## src/rtl/afu_pkg.sv

```systemverilog
// afu_pkg: shared constants, codes, state types and engine structs
// for the activation function unit; used by afu_engine and the top level by scoped name
`default_nettype none
package afu_pkg;

   localparam int ROW_MAX = 64;
   localparam int IDX_W   = $clog2(ROW_MAX);
   localparam int CNT_W   = $clog2(ROW_MAX + 1);

   localparam logic [63:0] ONE_Q62 = 64'h4000_0000_0000_0000;

   localparam logic [2:0] KIND_NONE    = 3'd0;
   localparam logic [2:0] KIND_RELU    = 3'd1;
   localparam logic [2:0] KIND_SIGMOID = 3'd2;
   localparam logic [2:0] KIND_TANH    = 3'd3;
   localparam logic [2:0] KIND_SOFTMAX = 3'd4;
   localparam logic [2:0] KIND_LEAKY   = 3'd5;

   localparam logic REG_KIND  = 1'b0;
   localparam logic REG_SLOPE = 1'b1;

   localparam logic [15:0] SLOPE_RESET = 16'd655;

   localparam logic [4:0] TAYLOR_TERMS = 5'd30;
   localparam logic [8:0] EXP_Q_MAX    = 9'd63;
   localparam logic [6:0] QUOT_STEPS   = 7'd64;
   localparam logic [6:0] RATIO_STEPS  = 7'd9;
   localparam logic [63:0] RATIO_FULL  = 64'd256;

   typedef enum logic {
      ENG_EXP,
      ENG_RATIO
   } eng_op_type;

   typedef enum logic [2:0] {
      G_IDLE,
      G_UMUL,
      G_UDIV,
      G_PMUL,
      G_RDIV
   } eng_state_type;

   typedef enum logic [3:0] {
      T_IDLE,
      T_OUT,
      T_SGEXP,
      T_SGRAT,
      T_MRD,
      T_MCMP,
      T_SRD,
      T_SEXP,
      T_ERD,
      T_EEXP,
      T_ERAT
   } top_state_type;

   typedef struct packed {
      logic        start;
      eng_op_type  op;
      logic [16:0] n;
      logic [63:0] num;
      logic [63:0] den;
   } eng_req_type;

   typedef struct packed {
      logic        done;
      logic [63:0] value;
   } eng_rsp_type;

endpackage
`default_nettype wire

```

## src/rtl/afu_mul.sv

```systemverilog
// afu_mul: (a * b) >> 62 over four 32x32 partial products, one per cycle
// depends on: nothing
`default_nettype none
module afu_mul (
   input  wire logic        clock,
   input  wire logic        reset,
   input  wire logic        start,
   input  wire logic [63:0] a,
   input  wire logic [63:0] b,
   output logic             done,
   output logic [63:0]      res
);

   logic [63:0]  a_ff, a_in, b_ff, b_in;
   logic [127:0] acc_ff, acc_in;
   logic [63:0]  pp_ff, pp_in;
   logic [1:0]   ppsh_ff, ppsh_in;
   logic [2:0]   step_ff, step_in;
   logic         busy_ff, busy_in;
   logic         done_ff, done_in;
   logic [31:0]  ai, bi;

   always_comb begin
      a_in    = a_ff;
      b_in    = b_ff;
      acc_in  = acc_ff;
      step_in = step_ff;
      busy_in = busy_ff;
      done_in = 1'b0;
      ai      = step_ff[1] ? a_ff[63:32] : a_ff[31:0];
      bi      = step_ff[0] ? b_ff[63:32] : b_ff[31:0];
      pp_in   = ai * bi;
      ppsh_in = {1'b0, step_ff[1]} + {1'b0, step_ff[0]};
      if (start) begin
         a_in    = a;
         b_in    = b;
         acc_in  = '0;
         step_in = '0;
         busy_in = 1'b1;
      end else if (busy_ff) begin
         if (step_ff != 3'd0) begin
            acc_in = acc_ff + (128'(pp_ff) << {ppsh_ff, 5'b0});
         end
         step_in = step_ff + 3'd1;
         if (step_ff == 3'd4) begin
            busy_in = 1'b0;
            done_in = 1'b1;
         end
      end
   end

   always_ff @(posedge clock) begin
      if (reset) begin
         busy_ff <= 1'b0;
         done_ff <= 1'b0;
         step_ff <= '0;
      end else begin
         busy_ff <= busy_in;
         done_ff <= done_in;
         step_ff <= step_in;
      end
      a_ff    <= a_in;
      b_ff    <= b_in;
      acc_ff  <= acc_in;
      pp_ff   <= pp_in;
      ppsh_ff <= ppsh_in;
   end

   assign done = done_ff;
   assign res  = acc_ff[125:62];

endmodule
`default_nettype wire

```

## src/rtl/afu_div.sv

```systemverilog
// afu_div: restoring divider, one quotient bit per cycle
// depends on: nothing
`default_nettype none
module afu_div (
   input  wire logic        clock,
   input  wire logic        reset,
   input  wire logic        start,
   input  wire logic [63:0] rem0,
   input  wire logic [63:0] quo0,
   input  wire logic [63:0] dvs,
   input  wire logic [6:0]  steps,
   output logic             done,
   output logic [63:0]      quo
);

   logic [63:0] rem_ff, rem_in, quo_ff, quo_in, dvs_ff, dvs_in;
   logic [6:0]  cnt_ff, cnt_in;
   logic        busy_ff, busy_in, done_ff, done_in;
   logic [64:0] r2, diff;
   logic        ge;

   always_comb begin
      r2      = {rem_ff, quo_ff[63]};
      diff    = r2 - {1'b0, dvs_ff};
      ge      = r2 >= {1'b0, dvs_ff};
      rem_in  = rem_ff;
      quo_in  = quo_ff;
      dvs_in  = dvs_ff;
      cnt_in  = cnt_ff;
      busy_in = busy_ff;
      done_in = 1'b0;
      if (start) begin
         rem_in  = rem0;
         quo_in  = quo0;
         dvs_in  = dvs;
         cnt_in  = steps;
         busy_in = 1'b1;
      end else if (busy_ff) begin
         rem_in = ge ? diff[63:0] : r2[63:0];
         quo_in = {quo_ff[62:0], ge};
         cnt_in = cnt_ff - 7'd1;
         if (cnt_ff == 7'd1) begin
            busy_in = 1'b0;
            done_in = 1'b1;
         end
      end
   end

   always_ff @(posedge clock) begin
      if (reset) begin
         busy_ff <= 1'b0;
         done_ff <= 1'b0;
         cnt_ff  <= '0;
      end else begin
         busy_ff <= busy_in;
         done_ff <= done_in;
         cnt_ff  <= cnt_in;
      end
      rem_ff <= rem_in;
      quo_ff <= quo_in;
      dvs_ff <= dvs_in;
   end

   assign done = done_ff;
   assign quo  = quo_ff;

endmodule
`default_nettype wire

```

## src/rtl/afu_engine.sv

```systemverilog
// afu_engine: sequencer for e^-(n/256) in q62 and round(256*num/den)
// depends on: afu_pkg, afu_mul, afu_div
`default_nettype none
module afu_engine (
   input  wire logic                clock,
   input  wire logic                reset,
   input  wire afu_pkg::eng_req_type req,
   output afu_pkg::eng_rsp_type     rsp
);

   afu_pkg::eng_state_type state_ff, state_in;
   logic [63:0] t_ff, t_in, term_ff, term_in, sum_ff, sum_in;
   logic [63:0] v_ff, v_in, e1_ff, e1_in, num_ff, num_in, den_ff, den_in;
   logic [63:0] val_ff, val_in;
   logic [4:0]  k_ff, k_in;
   logic [5:0]  q_ff, q_in;
   logic        pass_ff, pass_in, issued_ff, issued_in, done_ff, done_in;
   logic        mul_start, mul_done, div_start, div_done;
   logic [63:0] mul_a, mul_b, mul_res, div_rem0, div_quo0, div_dvs, div_quo;
   logic [6:0]  div_steps;
   logic [63:0] sum_next;

   afu_mul u_mul (
      .clock(clock), .reset(reset), .start(mul_start), .a(mul_a), .b(mul_b),
      .done(mul_done), .res(mul_res)
   );

   afu_div u_div (
      .clock(clock), .reset(reset), .start(div_start), .rem0(div_rem0),
      .quo0(div_quo0), .dvs(div_dvs), .steps(div_steps), .done(div_done),
      .quo(div_quo)
   );

   always_comb begin
      state_in  = state_ff;
      t_in      = t_ff;
      term_in   = term_ff;
      sum_in    = sum_ff;
      v_in      = v_ff;
      e1_in     = e1_ff;
      num_in    = num_ff;
      den_in    = den_ff;
      val_in    = val_ff;
      k_in      = k_ff;
      q_in      = q_ff;
      pass_in   = pass_ff;
      issued_in = issued_ff;
      done_in   = 1'b0;
      mul_start = 1'b0;
      div_start = 1'b0;
      mul_a     = term_ff;
      mul_b     = t_ff;
      div_rem0  = '0;
      div_quo0  = mul_res;
      div_dvs   = {59'b0, k_ff};
      div_steps = afu_pkg::QUOT_STEPS;
      sum_next  = k_ff[0] ? (sum_ff - div_quo) : (sum_ff + div_quo);
      case (state_ff)
         afu_pkg::G_IDLE: begin
            issued_in = 1'b0;
            if (req.start) begin
               if (req.op == afu_pkg::ENG_EXP) begin
                  if (req.n[16:8] > afu_pkg::EXP_Q_MAX) begin
                     val_in  = '0;
                     done_in = 1'b1;
                  end else begin
                     t_in     = {2'b0, req.n[7:0], 54'b0};
                     term_in  = afu_pkg::ONE_Q62;
                     sum_in   = afu_pkg::ONE_Q62;
                     k_in     = 5'd1;
                     pass_in  = 1'b0;
                     q_in     = req.n[13:8];
                     state_in = afu_pkg::G_UMUL;
                  end
               end else begin
                  num_in = req.num;
                  den_in = req.den;
                  if (req.num >= req.den) begin
                     val_in  = afu_pkg::RATIO_FULL;
                     done_in = 1'b1;
                  end else begin
                     state_in = afu_pkg::G_RDIV;
                  end
               end
            end
         end
         afu_pkg::G_UMUL: begin
            mul_start = !issued_ff;
            issued_in = 1'b1;
            if (mul_done) begin
               issued_in = 1'b0;
               state_in  = afu_pkg::G_UDIV;
            end
         end
         afu_pkg::G_UDIV: begin
            div_start = !issued_ff;
            issued_in = 1'b1;
            if (div_done) begin
               issued_in = 1'b0;
               term_in   = div_quo;
               sum_in    = sum_next;
               k_in      = k_ff + 5'd1;
               state_in  = afu_pkg::G_UMUL;
               if (k_ff == afu_pkg::TAYLOR_TERMS) begin
                  if (!pass_ff) begin
                     v_in = sum_next;
                     if (q_ff == 6'd0) begin
                        val_in   = sum_next;
                        done_in  = 1'b1;
                        state_in = afu_pkg::G_IDLE;
                     end else begin
                        pass_in = 1'b1;
                        t_in    = afu_pkg::ONE_Q62;
                        term_in = afu_pkg::ONE_Q62;
                        sum_in  = afu_pkg::ONE_Q62;
                        k_in    = 5'd1;
                     end
                  end else begin
                     e1_in    = sum_next;
                     state_in = afu_pkg::G_PMUL;
                  end
               end
            end
         end
         afu_pkg::G_PMUL: begin
            mul_a     = v_ff;
            mul_b     = e1_ff;
            mul_start = !issued_ff;
            issued_in = 1'b1;
            if (mul_done) begin
               issued_in = 1'b0;
               v_in      = mul_res;
               q_in      = q_ff - 6'd1;
               if (q_ff == 6'd1) begin
                  val_in   = mul_res;
                  done_in  = 1'b1;
                  state_in = afu_pkg::G_IDLE;
               end
            end
         end
         afu_pkg::G_RDIV: begin
            div_rem0  = num_ff;
            div_quo0  = '0;
            div_dvs   = den_ff;
            div_steps = afu_pkg::RATIO_STEPS;
            div_start = !issued_ff;
            issued_in = 1'b1;
            if (div_done) begin
               issued_in = 1'b0;
               val_in    = {55'b0, div_quo[8:0]} + 64'd1 >> 1;
               done_in   = 1'b1;
               state_in  = afu_pkg::G_IDLE;
            end
         end
         default: begin
            state_in = afu_pkg::G_IDLE;
         end
      endcase
   end

   always_ff @(posedge clock) begin
      if (reset) begin
         state_ff  <= afu_pkg::G_IDLE;
         issued_ff <= 1'b0;
         done_ff   <= 1'b0;
      end else begin
         state_ff  <= state_in;
         issued_ff <= issued_in;
         done_ff   <= done_in;
      end
      t_ff    <= t_in;
      term_ff <= term_in;
      sum_ff  <= sum_in;
      v_ff    <= v_in;
      e1_ff   <= e1_in;
      num_ff  <= num_in;
      den_ff  <= den_in;
      val_ff  <= val_in;
      k_ff    <= k_in;
      q_ff    <= q_in;
      pass_ff <= pass_in;
   end

   assign rsp.done  = done_ff;
   assign rsp.value = val_ff;

endmodule
`default_nettype wire

```

## config.mk

```make
export PLATFORM = sky130hd
export DESIGN_NAME = afu_engine
export DESIGN_NICKNAME = d
export VERILOG_FILES = /design/src/rtl/afu_pkg.sv /design/src/rtl/afu_mul.sv /design/src/rtl/afu_div.sv /design/src/rtl/afu_engine.sv
export SDC_FILE = /design/constraint.sdc
export NUM_CORES = 2
export LEC_CHECK = 0
export BUFFER_PORTS_ARGS = -buffer_cell sky130_fd_sc_hd__buf_2
export CAP_MARGIN = 20
export CORE_ASPECT_RATIO = 1.4
export CORE_MARGIN = 3
export CORE_UTILIZATION = 40
export CTS_BUF_LIST = sky130_fd_sc_hd__clkbuf_8
export CTS_CLUSTER_DIAMETER = 100
export DETAILED_ROUTE_END_ITERATION = 10
export GPL_TIMING_DRIVEN = 0
export PLACE_DENSITY = 0.57
export RECOVER_POWER = 100
export SYNTH_ARGS = -nofsm -noshare
export SYNTH_HDL_FRONTEND = slang
export SYNTH_SLANG_ARGS = --single-unit
```

## constraint.sdc

```tcl
create_clock -name clock -period 8.15 [get_ports clock]
set_clock_uncertainty 0.2 [all_clocks]
set_input_delay 0 -clock clock [delete_from_list [all_inputs] [get_ports clock]]
set_output_delay 0 -clock clock [all_outputs]
set_load 0.02 [all_outputs]
```

Word level (Yosys, flattened, before mapping):

Index checks and enable logic that the tools add are counted.

* register bits: 1057

* bitwise logic cells: 2
* $lt $le $gt $ge: 3
* add/subtract/negate cells: 10
* mux-type cells: 113
* equal/unequal tests: 24
* shifts and indexed selects: 1
* multiply operators: 1
* reduce and logical (&&, ||, !) cells: 25

Operators with widths (count)
* $mux W64: 43
* $pmux W64 S2: 4
* $pmux W64 S4: 1
* $add A128 B128 Y128: 1
* $shl A64 B7 Y128: 1
* $sub A64 B64 Y64: 2
* $ge A65 B64 Y1: 1
* $add A64 B64 Y64: 1
* $ge A64 B64 Y1: 1
* $mul A32 B32 Y64: 1
* $mux W32: 2
* $mux W5: 8
* $mux W3: 11
* $mux W1: 31
* $mux W6: 4
* $mux W7: 3
* $ne A2 B2 Y1 const B: 8
* $reduce_and A8 Y1: 2
* $pmux W3 S5: 1
* $reduce_and A5 Y1: 3
* $ne A3 B3 Y1 const B: 4
* $pmux W6 S2: 1
* $reduce_and A11 Y1: 1
* $add A9 B1 Y10 const B: 1
* other kinds (30): 43

Logic depth before layout (Yosys ltp):

* depth after elaboration: 7
* depth in mapped cells: 35
* gate-level depth less buffers: 31

Cells and area by module:

A second synthesis with hierarchy kept.

* cell total of the unflattened synthesis: 9844
* area, all modules: 91844.3 µm²

By module, submodules not included
* afu_mul: seq. area each 7787.5 µm², cells each 5977, times used 1, area an instance 52500.4 µm²
* afu_engine: seq. area each 14183.6 µm², cells each 2693, times used 1, area an instance 26810.7 µm²
* afu_div: seq. area each 5945.7 µm², cells each 1174, times used 1, area an instance 12533.3 µm²

Worst setup path before layout:

OpenSTA, ideal clock, no wires.

* path kind: register -> register
* start point: reg u_mul.step_ff[0]
* end point: reg u_mul.pp_ff[61]
* library setup time: 0.145 ns
* cell stages (with the launch flop): 33
* setup slack: -0.867 ns
* arrival time: 8.671 ns
* path through: dfxtp_1 clkbuf_1 buf_1 clkbuf_1 mux2i_1 clkbuf_1 nor2_1 fa_1 inv_1 fa_1 inv_1 fa_1 inv_1 fa_1 inv_1 fa_1 fa_1 fa_1 fa_1 ha_1 clkbuf_1 nand2_1 o21ai_1 a21o_1 a21o_1 a31oi_1 o21ai_1 nand3_1 a2111oi_0 nor2_1 o21a_1 nor4b_1 a311oi_1

* word-level cells in the longest chain between the ends: 2

Ends and longest elaborated chain
* from (decl): RTL line afu_mul.sv:18 `logic [2:0] step_ff, step_in;`
* from (signal assigned): RTL line afu_mul.sv:60 `step_ff <= step_in;`
* $mux W32: RTL line afu_mul.sv:31 `bi = step_ff[0] ? b_ff[63:32] : b_ff[31:0];`
* $mul A32 B32 Y64: RTL line afu_mul.sv:32 `pp_in = ai * bi;`
* net u_mul.pp_in[61]: RTL line afu_mul.sv:16 `logic [63:0] pp_ff, pp_in;`
* to (signal assigned): RTL line afu_mul.sv:65 `pp_ff <= pp_in;`
* to (decl): RTL line afu_mul.sv:16

The timed path passes the listed nets, and every way through them passes these cells.
A chain may end at the register's enable or synchronous reset.

Worst setup path after layout:

Ends and elaborated chain as after synthesis.

==> impl_metrics.toml <==
[outcome]
violated_checks = "setup timing"
status = "finished, violations left"

[placed_design]
dp_slack_ns = -3.16
globalplace.congestion = 1.06
port_buffers = 213
placed_cells = 12700
place_hpwl_um = 316000

[timing]
grt_setup_unrepaired = "true"
worst_hold_slack_ns = 0.140
fmax_mhz = 115
setup_viol_count_final = 20
finalHoldViolations = 0
timing.final.crit_share_pct = 107
max_slew.worst_pin.slew_ns = 1.14
drv_slew = 0
fin_ws_ns = -0.551
maxSlewHeadroom_pct = 22.0
fin_crit_period_ns = 8.70

[floorplan]
floorplan.die.height_um = 566
die_w_um = 406
die_area_mm2 = 0.230
placementRows = 204
ioPinCount = 214
fp.coreArea_mm2 = 0.222
floorplan.initialDensity_pct = 40.4

[detailed_routing]
avgViaCountPerCell = 5.64
drt_pass1_iterations = 6
num_vias = 76300
detail_route.wirelength_um = 391000
post-route-drc-count = 0
drt_iter0_drc = 6024
ant_nets = 0
route.detailed.wl_per_inst_um = 28.9

[final_layout]
top_register = "u_mul.acc_ff"
final_cells = 13500
drive_above_1_share_pct = 11.0
largest_register_ff_count = 126
area_delta_synth_final_pct = 19.4
finalNetCount = 12100
post_layout_util_pct = 48.2

[critical_path]
r2r_cells = 27
worst-setup-path-type = "flop to flop"
critical_path.max_fanout = 8
cp.required_ns = 8.63
cpMostUsedCell = "sky130_fd_sc_hd__fa_1"
critPathCaptureType = "flop"
critical-path-slowest-cell = "sky130_fd_sc_hd__fa_2"
start_kind = "flop"
cp_data_arrival_time_ns = 9.18
critPathMaxStageDelay_ns = 0.79

[hold_path]
holdCritPathClass = "input pin to flop"
worstHoldPathCells = 4

[clock_network]
clock-root-buffer = "sky130_fd_sc_hd__clkbuf_8"
clk_pin_slew_worst_paths_ns = 0.06
cts.sink_count = 1000
worstSkewPairLatency_ns = 0.91
cts-htree-levels = 4
clock_tree_from_tritoncts = "yes"
numCtsBuffers = 164
maximum_buffer_depth_of_the_clock_tree = 4

[synth]
synth_fp_nets = 11200
yosysMostFrequentCell = "sky130_fd_sc_hd__nand2_1"
post_synth_main_area_contributors = "sky130_fd_sc_hd__edfxtp_1, sky130_fd_sc_hd__fa_1, sky130_fd_sc_hd__ha_1"
postSynth.topFlopCell = "sky130_fd_sc_hd__edfxtp_1"
synth_enable_flop_cells = 789
synth.cell_area_mm2 = 0.0896
yosys_register_bits = 1000
synth-seq-area-share_pct = 31.2
yosysTopAreaCellShare_pct = 26.4
synthDistinctLibCells = 108
ys_top_cells_by_count = "sky130_fd_sc_hd__nand2_1, sky130_fd_sc_hd__inv_1, sky130_fd_sc_hd__nor2_1"
yosys.area.top_type = "sky130_fd_sc_hd__edfxtp_1"
warning_count_from_the_yosys_run = 0
post_synth.cell_area_avg_um2 = 9.37
asyncSetResetFlopFracSynth_pct = 0
postSynthCellCount = 9557

[global_routing]
grt_overflow = 0
antenna_found_initial = 17
grtUsageTotal_pct = 33.5
vias_in_the_first_global_route = 79400
grt_start_max_net_pins = 70
grt_pass1_wl_um = 551000

[flow_run]
cap_viol_max_count = 0
[final cells by class]
| class | instances | area (µm²) |
|---|---|---|
| clock buffer | 175 | 2410 |
| sequential | 1000 | 27900 |
| buffer | 489 | 3390 |
| inverter | 1125 | 4230 |
| fill | 20900 | 115000 |
| clock inverter | 114 | 923 |
| timing repair buffer | 804 | 7070 |
| tap | 2884 | 3610 |
| multi-input combinational | 6924 | 57300 |
| antenna | 12 | 30.0 |
[worst paths after layout]
check	endpoint	from	slack [ns]
hold reg to reg	u_mul.acc_ff[38]	u_mul.acc_ff[38]	0.26
hold / removal	done_ff	req[144]	0.14
setup / recovery	u_mul.pp_ff[61]	u_mul.step_ff[0]	-0.55
setup reg to reg	u_mul.pp_ff[61]	u_mul.step_ff[0]	-0.55
[critical path, delay by kind of cell, from the launching register on]
family                     cells  cell delay, ns
AOI/OAI and AO/OA              4            0.88
adders and majority gates      9            4.56
buffers and inverters          7            1.02
DFF                            1            0.37
muxes                          1            0.36
and+or+nand+nor                6            1.12
[cells by family (layout without fill, tap and decap cells)]
logic type               count (synthesis)  in the layout  synth area share [%]
AO/OA/AOI/OAI                         1724           1724                  12.1
XOR/XNOR                               377            377                  3.69
adder cells (fa/ha/maj)               1488           1488                  28.3
buffers and inverters                 1633           2707                  6.97
flip-flops                            1000           1000                  31.2
multiplexers                           217            217                  2.51
other                                    0             12                     0
AND/OR/NAND/NOR                       3118           3118                  15.3
[layer usage]
layer	vias to the layer above	wire [µm]	share of wire (%)	GRT usage, %
met5	-	34	0.0087	0
met1	37700	130000	33	35.0
li1	33800	-	-	-
met4	4	47300	12	31.9
met3	1306	25300	6.5	5.37
met2	3487	188000	48	57.0
[what timing repair did]
action,4_1_cts,5_1_grt
setup buffers,192,38
pin swaps,162,92
endpoints found under the hold margin,274,0
setup endpoints to repair,48,29
gates cloned,5,0
resized for setup,727,121
hold buffers,298,0
[cells in the final DEF (no fill, tap or decap), types with 198 or more instances in the layout]
| master | count |
|---|---|
| sky130_fd_sc_hd__a21o_1 | 225 |
| sky130_fd_sc_hd__nand2_1 | 1313 |
| sky130_fd_sc_hd__dfxtp_1 | 209 |
| sky130_fd_sc_hd__fa_1 | 845 |
| sky130_fd_sc_hd__xnor2_1 | 238 |
| sky130_fd_sc_hd__ha_1 | 560 |
| sky130_fd_sc_hd__dlygate4sd3_1 | 298 |
| sky130_fd_sc_hd__clkbuf_1 | 467 |
| sky130_fd_sc_hd__inv_1 | 1121 |
| sky130_fd_sc_hd__o21ai_0 | 348 |
| sky130_fd_sc_hd__clkbuf_8 | 211 |
| sky130_fd_sc_hd__edfxtp_1 | 789 |
| sky130_fd_sc_hd__buf_4 | 198 |
| sky130_fd_sc_hd__nor2_1 | 981 |
| sky130_fd_sc_hd__a21oi_1 | 542 |
[stage by stage]
step | TNS (ns) | area, µm²
floorplan | -0.0207 | 89800
global placement | -452.30 | 94400
detailed placement | -89.03 | 95600
CTS | -4.72 | 106000
global route | -9.15 | 107000
finish | -5.85 | 107000
Power is left out: the tool's default activity adds up to more than one toggle a clock period on the data nets, which glitch-free logic cannot reach.
